File: config.mk
export PLATFORM = sky130hd
export DESIGN_NAME = fp32_axpy_fma_unit
export DESIGN_NICKNAME = d
export VERILOG_FILES = /design/src/sv/fpaxpy_pkg.sv /design/src/sv/fp32_axpy_fma_unit.sv /design/src/sv/fpaxpy_round.sv
export SDC_FILE = /design/constraint.sdc
export NUM_CORES = 2
export LEC_CHECK = 0
export BUFFER_PORTS_ARGS = -buffer_cell sky130_fd_sc_hd__buf_2
export CORE_ASPECT_RATIO = 1.4
export CORE_MARGIN = 2
export CORE_UTILIZATION = 47
export DETAILED_ROUTE_END_ITERATION = 10
export PLACE_DENSITY_LB_ADDON = 0.15
export SLEW_MARGIN = 5
export SYNTH_ARGS = -nofsm -noshare
export SYNTH_HDL_FRONTEND = slang
export SYNTH_HIERARCHICAL = 1
export SYNTH_SLANG_ARGS = --single-unit
File: constraint.sdc
create_clock -name clk -period 19.9 [get_ports clk]
set_clock_uncertainty 0.2 [all_clocks]
set_input_delay 0.995 -clock clk [delete_from_list [all_inputs] [get_ports clk]]
set_output_delay 0.995 -clock clk [all_outputs]
set_load 0.02 [all_outputs]
File: src/sv/fpaxpy_pkg.sv
`default_nettype none
// ----------------------------------------------------------------------------
// fpaxpy_pkg
// Shared types, constants and helpers of the single-precision fused AXPY unit.
// ----------------------------------------------------------------------------
package fpaxpy_pkg;

	localparam logic [31:0] QNAN_BITS = 32'h7FC0_0000;
	localparam logic [30:0] INF_MAG   = 31'h7F80_0000;
	localparam logic        REG_ALPHA = 1'b0;

	typedef logic signed [11:0] exp_t;

	typedef struct packed {
		logic        valid;
		logic        last;
		logic        spec;
		logic [31:0] spec_bits;
		logic        sign;
		logic [61:0] mag;
		exp_t        exp;
	} rnd_in_t;

	function automatic logic [6:0] msb_idx(input logic [63:0] v);
		logic [6:0] p;
		p = '0;
		for (int i = 0; i < 64; i++) begin
			if (v[i]) p = 7'(i);
		end
		return p;
	endfunction

endpackage
`default_nettype wire

File: src/sv/fp32_axpy_fma_unit.sv
`default_nettype none
// ----------------------------------------------------------------------------
// fp32_axpy_fma_unit
// Streaming y + alpha*x in binary32 with a single rounding to nearest even.
// ----------------------------------------------------------------------------
// Usage:
//   Program alpha through the APB port (register 0, byte address 0) while
//   no element is in flight. Pulse start with x_bits, y_bits and is_last;
//   busy is always low, so a new element is taken on every cycle.
//   Each element comes out at the end of the pipeline, with done
//   high for one cycle alongside y_result_bits and last_out.
//   Throughput is one element per cycle; the six register stages are:
//   multiply, normalise, align and add, leading-one search, rounding
//   shift, round and pack.
//   The receiver cannot stall; results must be taken as they appear.
//   Reset clears the pipeline valid bits and sets alpha to +0.0.
// ----------------------------------------------------------------------------
module fp32_axpy_fma_unit import fpaxpy_pkg::*; (
	input  wire logic        clk,
	input  wire logic        arst_n,
	input  wire logic        start,
	output logic             busy,
	input  wire logic [31:0] x_bits,
	input  wire logic [31:0] y_bits,
	input  wire logic        is_last,
	output logic             done,
	output logic [31:0]      y_result_bits,
	output logic             last_out,
	input  wire logic        psel,
	input  wire logic        penable,
	input  wire logic        pwrite,
	input  wire logic [2:0]  paddr,
	input  wire logic [31:0] pwdata,
	output logic [31:0]      prdata,
	output logic             pready
);

	logic [31:0] alpha_q;

	assign pready = 1'b1;
	assign busy   = 1'b0;
	assign prdata = (paddr[2] == REG_ALPHA) ? alpha_q : 32'b0;

	always_ff @(posedge clk or negedge arst_n) begin
		if (!arst_n) begin
			alpha_q <= '0;
		end else if (psel && penable && pwrite && paddr[2] == REG_ALPHA) begin
			alpha_q <= pwdata;
		end
	end

	// stage 1: unpack, special cases, significand product
	logic        sp, sy;
	logic        a_nan, x_nan, y_nan, a_inf, x_inf, y_inf, a_zero, x_zero, y_zero;
	logic        nan, spec;
	logic [31:0] spec_bits;
	logic [23:0] ma, mx, my;
	exp_t        ea, ex, ey;

	always_comb begin
		sp     = alpha_q[31] ^ x_bits[31];
		sy     = y_bits[31];
		a_nan  = alpha_q[30:0] > INF_MAG;
		x_nan  = x_bits[30:0] > INF_MAG;
		y_nan  = y_bits[30:0] > INF_MAG;
		a_inf  = alpha_q[30:0] == INF_MAG;
		x_inf  = x_bits[30:0] == INF_MAG;
		y_inf  = y_bits[30:0] == INF_MAG;
		a_zero = alpha_q[30:0] == '0;
		x_zero = x_bits[30:0] == '0;
		y_zero = y_bits[30:0] == '0;
		nan = a_nan | x_nan | y_nan | (a_inf & x_zero) | (x_inf & a_zero)
			| ((a_inf | x_inf) & y_inf & (sy != sp));
		spec = nan | a_inf | x_inf | y_inf | a_zero | x_zero;
		priority if (nan) begin
			spec_bits = QNAN_BITS;
		end else if (a_inf || x_inf) begin
			spec_bits = {sp, INF_MAG};
		end else if (y_inf) begin
			spec_bits = y_bits;
		end else if (y_zero) begin
			spec_bits = {sp & sy, 31'b0};
		end else begin
			spec_bits = y_bits;
		end
		ma = {alpha_q[30:23] != '0, alpha_q[22:0]};
		mx = {x_bits[30:23] != '0, x_bits[22:0]};
		my = {y_bits[30:23] != '0, y_bits[22:0]};
		ea = (alpha_q[30:23] == '0) ? exp_t'(-149)
			: exp_t'($signed({4'b0, alpha_q[30:23]})) - exp_t'(150);
		ex = (x_bits[30:23] == '0) ? exp_t'(-149)
			: exp_t'($signed({4'b0, x_bits[30:23]})) - exp_t'(150);
		ey = (y_bits[30:23] == '0) ? exp_t'(-149)
			: exp_t'($signed({4'b0, y_bits[30:23]})) - exp_t'(150);
	end

	logic        valid_s1, valid_s2, valid_s3;
	logic        last_s1, last_s2, last_s3;
	logic        spec_s1, spec_s2, spec_s3;
	logic [31:0] spec_bits_s1, spec_bits_s2, spec_bits_s3;
	logic        sp_s1, sy_s1, yz_s1;
	logic [47:0] mp_s1;
	logic [23:0] my_s1;
	exp_t        ep_s1, ey_s1;

	always_ff @(posedge clk) begin
		last_s1      <= is_last;
		spec_s1      <= spec;
		spec_bits_s1 <= spec_bits;
		sp_s1        <= sp;
		sy_s1        <= sy;
		yz_s1        <= y_zero;
		mp_s1        <= ma * mx;
		my_s1        <= my;
		ep_s1        <= ea + ex;
		ey_s1        <= ey;
	end

	// stage 2: normalise both addends to bit 60, order by magnitude
	logic [6:0]  pm, py, smp, smy;
	logic [60:0] mpn, myn;
	exp_t        epn, eyn;
	logic        p_big;

	always_comb begin
		pm  = msb_idx({16'b0, mp_s1});
		py  = msb_idx({40'b0, my_s1});
		smp = 7'd60 - pm;
		smy = 7'd60 - py;
		mpn = 61'(mp_s1) << smp[5:0];
		myn = 61'(my_s1) << smy[5:0];
		epn = ep_s1 - exp_t'($signed({5'b0, smp}));
		eyn = ey_s1 - exp_t'($signed({5'b0, smy}));
		p_big = yz_s1 || (epn > eyn) || (epn == eyn && mpn >= myn);
	end

	logic [60:0] lm_s2, sm_s2;
	exp_t        le_s2, d_s2;
	logic        ls_s2, eff_sub_s2;

	always_ff @(posedge clk) begin
		last_s2      <= last_s1;
		spec_s2      <= spec_s1;
		spec_bits_s2 <= spec_bits_s1;
		lm_s2        <= p_big ? mpn : myn;
		sm_s2        <= yz_s1 ? '0 : (p_big ? myn : mpn);
		le_s2        <= p_big ? epn : eyn;
		d_s2         <= p_big ? (epn - eyn) : (eyn - epn);
		ls_s2        <= p_big ? sp_s1 : sy_s1;
		eff_sub_s2   <= sp_s1 ^ sy_s1;
	end

	// stage 3: align the smaller addend with sticky, add or subtract
	logic [5:0]   dd;
	logic [123:0] al;
	logic [60:0]  sma;
	logic [61:0]  r;

	always_comb begin
		dd  = (d_s2 >= exp_t'(63)) ? 6'd63 : d_s2[5:0];
		al  = {sm_s2, 63'b0} >> dd;
		sma = al[123:63] | 61'(|al[62:0]);
		r   = eff_sub_s2 ? ({1'b0, lm_s2} - {1'b0, sma}) : ({1'b0, lm_s2} + {1'b0, sma});
	end

	logic [61:0] r_s3;
	exp_t        le_s3;
	logic        ls_s3;

	always_ff @(posedge clk) begin
		last_s3      <= last_s2;
		spec_s3      <= spec_s2;
		spec_bits_s3 <= spec_bits_s2;
		r_s3         <= r;
		le_s3        <= le_s2;
		ls_s3        <= (r == '0) ? 1'b0 : ls_s2;
	end

	always_ff @(posedge clk or negedge arst_n) begin
		if (!arst_n) begin
			valid_s1 <= 1'b0;
			valid_s2 <= 1'b0;
			valid_s3 <= 1'b0;
		end else begin
			valid_s1 <= start & ~busy;
			valid_s2 <= valid_s1;
			valid_s3 <= valid_s2;
		end
	end

	rnd_in_t rin;

	always_comb begin
		rin.valid     = valid_s3;
		rin.last      = last_s3;
		rin.spec      = spec_s3;
		rin.spec_bits = spec_bits_s3;
		rin.sign      = ls_s3;
		rin.mag       = r_s3;
		rin.exp       = le_s3;
	end

	fpaxpy_round u_round (
		.clk           (clk),
		.arst_n        (arst_n),
		.rin           (rin),
		.done          (done),
		.y_result_bits (y_result_bits),
		.last_out      (last_out)
	);

	a_busy_low: assert property (@(posedge clk) disable iff (!arst_n) !busy)
		else $error("busy raised");

	a_latency: assert property (@(posedge clk) disable iff (!arst_n)
		start |-> ##6 done)
		else $error("transfer lost in pipeline");

	a_last: assert property (@(posedge clk) disable iff (!arst_n)
		start |-> ##6 (last_out == $past(is_last, 6)))
		else $error("last mark corrupted");

	a_nan_x: assert property (@(posedge clk) disable iff (!arst_n)
		(start && x_bits[30:23] == 8'hFF && x_bits[22:0] != 23'b0)
		|-> ##6 (y_result_bits == QNAN_BITS))
		else $error("NaN not propagated");

endmodule
`default_nettype wire

File: src/sv/fpaxpy_round.sv
`default_nettype none
// ----------------------------------------------------------------------------
// fpaxpy_round
// Normalise, round to nearest even and pack the exact sum into binary32, or pass a special-case result through.
// ----------------------------------------------------------------------------
module fpaxpy_round import fpaxpy_pkg::*; (
	input  wire logic        clk,
	input  wire logic        arst_n,
	input  wire rnd_in_t     rin,
	output logic             done,
	output logic [31:0]      y_result_bits,
	output logic             last_out
);

	logic        valid_s4, valid_s5, valid_s6;
	logic        last_s4, last_s5, last_s6;
	logic        spec_s4, spec_s5;
	logic [31:0] spec_bits_s4, spec_bits_s5;
	logic        sign_s4, sign_s5;
	logic [61:0] mag_s4;
	exp_t        sh_s4, k_s4, k_s5;
	logic [24:0] q_s5;
	logic        rb_s5, st_s5;
	logic [31:0] res_s6;

	logic [6:0]   p;
	exp_t         sh_a, sh_b, sh;
	logic [125:0] ext;
	logic [24:0]  q_n;
	logic         rb_n, st_n;
	logic         inc;
	logic [24:0]  q2, q3;
	exp_t         k3, be;
	logic [31:0]  res_n;

	always_comb begin
		p    = msb_idx({2'b0, rin.mag});
		sh_a = exp_t'($signed({5'b0, p})) - exp_t'(23);
		sh_b = exp_t'(-149) - rin.exp;
		sh   = (sh_b > sh_a) ? sh_b : sh_a;
	end

	always_comb begin
		ext  = {mag_s4, 64'b0} >> sh_s4[5:0];
		q_n  = '0;
		rb_n = 1'b0;
		st_n = 1'b0;
		if (sh_s4 < 0) begin
			q_n = 25'(mag_s4 << (6'(-sh_s4)));
		end else if (sh_s4 < exp_t'(64)) begin
			q_n  = ext[88:64];
			rb_n = ext[63];
			st_n = |ext[62:0];
		end
	end

	always_comb begin
		inc = rb_s5 & (st_s5 | q_s5[0]);
		q2  = q_s5 + 25'(inc);
		q3  = q2;
		k3  = k_s5;
		if (q2[24]) begin
			q3 = q2 >> 1;
			k3 = k_s5 + exp_t'(1);
		end
		be = k3 + exp_t'(150);
		if (spec_s5) begin
			res_n = spec_bits_s5;
		end else if (q3 == '0) begin
			res_n = {sign_s5, 31'b0};
		end else if (!q3[23]) begin
			res_n = {sign_s5, 8'b0, q3[22:0]};
		end else if (be >= exp_t'(255)) begin
			res_n = {sign_s5, INF_MAG};
		end else begin
			res_n = {sign_s5, be[7:0], q3[22:0]};
		end
	end

	always_ff @(posedge clk or negedge arst_n) begin
		if (!arst_n) begin
			valid_s4 <= 1'b0;
			valid_s5 <= 1'b0;
			valid_s6 <= 1'b0;
		end else begin
			valid_s4 <= rin.valid;
			valid_s5 <= valid_s4;
			valid_s6 <= valid_s5;
		end
	end

	always_ff @(posedge clk) begin
		last_s4      <= rin.last;
		spec_s4      <= rin.spec;
		spec_bits_s4 <= rin.spec_bits;
		sign_s4      <= rin.sign;
		mag_s4       <= rin.mag;
		sh_s4        <= sh;
		k_s4         <= rin.exp + sh;
		last_s5      <= last_s4;
		spec_s5      <= spec_s4;
		spec_bits_s5 <= spec_bits_s4;
		sign_s5      <= sign_s4;
		k_s5         <= k_s4;
		q_s5         <= q_n;
		rb_s5        <= rb_n;
		st_s5        <= st_n;
		last_s6      <= last_s5;
		res_s6       <= res_n;
	end

	assign done          = valid_s6;
	assign y_result_bits = res_s6;
	assign last_out      = last_s6;

endmodule
`default_nettype wire
==> results.yml <==
grt:
  grt_pass1_vias: 58400
  grt-ovfl-total: 0
  grt_use_total: 0.322
  grt_max_degree: 88
  antenna_found_initial: 6
  grt_pass1_wl_um: 353000
synth:
  synthXorXnorAreaFrac: 0.0333
  synth.largest_area_cell: "dfxtp_1"
  ys_warn_count: 6
  syn_area_sq_um: 65500
  synth-simple-area-share: 0.192
  synth-main-ff-cell: "dfxtp_1"
  synth-edff-count: 0
  synth.area.top_cells: "dfxtp_1, fa_1, ha_1, nand2_1, mux2i_1"
  synth_compound_area_frac: 0.172
  synth.avg_cell_area_sq_um: 8.45
  yosysSeqAreaShare: 0.213
  synthMuxAreaShare: 0.0995
  synth_top_area_frac: 0.198
  synth-async-reset-ratio: 0.0553
  ys_ff_latch: 687
  synthAdderAreaFrac: 0.223
  synth_top_family_by_area: "adder cells"
  yosysUniqueCellTypes: 118
  syn_inst: 7754
die:
  boundaryPins: 174
  core_sq_um: 139000
  die_h_um: 446
  core.rowCount: 162
  fp.dieW_um: 320
  dieArea_sq_um: 142000
  initial_core_util: 0.472
run:
  maxCapViolCount: 0
cells_and_area:
  nets: 8673
  fillers: 13500
  final_cells: 9559
  area_delta_synth_final_pct: 7.33
  drive_gt1_frac: 0.0939
drt:
  vias: 57900
  wl_per_cell_um: 24.3
  detail_route.wirelength_um: 232000
  dr.pass1.iters: 6
  drtAntennaViolNets: 0
  drt-initial-drc-count: 4537
  drc: 0
  via_per_inst: 6.06
setup_path:
  required_ns: 20.27
  critical_path.max_fanout: 46
  path_buf_inv: 5
  cp-start-kind: "flip-flop"
  crit_slowest_cell: "nor4b_1"
  crit_arrival_ns: 12.50
  max_stage_delay_ns: 0.76
  worstSetupEndpointType: "flip-flop"
  path_delay_family: "compound AO/OA/AOI/OAI gates"
  critical_path_class: "reg2reg"
placed_design:
  gp_congestion: 0.994
  port_buffers: 169
  dp_cells: 9427
  dpl.hpwl_um: 185000
clock_network:
  clkTransAtPathRegs_ns: 0.07
  cts_resized: 0
  cts_buffer_depth: 3
  numCtsBuffers: 70
  clock_latency_ns: 0.70
  cts_tree: "done"
  cts-root-buf: "clkbuf_16"
  clock-sinks: 687
  post-cts-setup-buffers: 0
  postCtsHoldBufs: 0
  cts_htree_levels: 3
sta:
  hold_viol_final: 0
  worstMarginPinSlew_ns: 1.33
  fin_crit_sh: 0.610
  holdWs_ns: 0.106
  setup_viol: 0
  clock.fmax_mhz: 82.4
  tns_ns: 0
  slew_headroom: 0.101
  rsz0062_at_grt: "false"
  post-route-min-period_ns: 12.13
  final_max_slew_viol_count: 0
hold_path:
  worstHoldPathType: "reg2reg"
run_status:
  outcome: "complete, no violations"
final timing paths:
kind,startpoint,end,slack (ns),depth (start not counted)
worst max-delay path,d_s2[2],ls_s3,7.77,37
worst min-delay path,le_s2[1],le_s3[1],0.11,0
worst max register to register,d_s2[2],ls_s3,7.77,37
worst min register to register,le_s2[1],le_s3[1],0.11,0
max in group asynchronous,arst_n,u_round/done,18.70,1
min in group asynchronous,arst_n,alpha_q[10],0.21,1
area by class of cell:
cell class	count	area [sq um]	share of cell area
timing repair buffer	271	1610	0.0229
clock inverter	35	454	0.00646
tap	1804	2260	0.0321
inverter	694	2610	0.0371
sequential	687	14000	0.199
clock buffer	93	2020	0.0288
multi-input combinational	5971	47400	0.674
antenna	4	10.0	0.000142
worst reg2reg max path, delay by kind of cell (launching register included):
| kind | cells | cell delay (ns) |
|---|---|---|
| adder cells (fa/ha/maj) | 2 | 0.56 |
| AO/OA/AOI/OAI | 15 | 4.71 |
| AND/OR/NAND/NOR | 13 | 4.62 |
| flip-flops | 1 | 0.32 |
| buffers and inverters | 5 | 1.27 |
| XOR/XNOR | 2 | 0.38 |
layer usage:
metal	vias up	track usage	part of all wire
li1	26800	-	-
met1	28400	0.359	0.37
met2	2087	0.585	0.51
met3	677	0.0452	0.056
met4	2	0.183	0.064
met5	-	0	0.000047
cell usage in the layout, fill, tap and decap left out, drive strengths merged, types with 75 or more instances in the layout:
cell type,count
nand2,909
inv,697
dfxtp,649
nor2,586
fa,489
a21oi,418
ha,383
o21ai,314
and2,313
mux2i,308
buf,271
nor3,149
nand3,138
xnor2,137
a21o,117
mux2,111
xor2,109
nor2b,99
mux4,97
clkbuf,93
a211oi,82
nand4,76
a31oi,75
stage by stage:
step / cell area (sq um) / setup slack (ns) / util
floorplan: 65700 / 11.33 / -
global placement: 67800 / 8.17 / 0.488
detailed placement: 67800 / 8.18 / 0.488
CTS: 70300 / 8.12 / 0.506
global route: 70300 / 7.46 / 0.506
finish: 70300 / 7.77 / 0.506
Yosys cell counts (all sizes together), types with 74 or more instances:
master  count
nand2     909
inv       690
dfxtp     649
nor2      586
fa        489
a21oi     418
ha        383
clkbuf    318
o21ai     314
and2      313
mux2i     308
nor3      149
nand3     138
xnor2     137
buf       130
a21o      117
mux2      111
xor2      109
nor2b      99
mux4       97
a211oi     82
nand4      76
a31oi      75
nor4       74
state kept, by name, indices dropped and copies added, names as in the netlist, 24 cells and up:
signal                 count
r_s3                      62
u_round/mag_s4            62
lm_s2                     61
sm_s2                     61
mp_s1                     48
alpha_q                   32
spec_bits_s1              32
spec_bits_s2              32
spec_bits_s3              32
u_round/spec_bits_s4      32
u_round/spec_bits_s5      32
u_round/y_result_bits     32
u_round/q_s5              25
my_s1                     24
logic make-up after synthesis:
| family | Yosys count |
|---|---|
| simple gates | 2617 |
| compound gates | 1671 |
| buf+inv | 1142 |
| fa+ha+maj | 872 |
| flops | 687 |
| mux | 516 |
| xor+xnor | 247 |
| other cells | 2 |
Power is not shown: default switching activity piles up to over one toggle a cycle in this logic, so the estimate is an artifact.
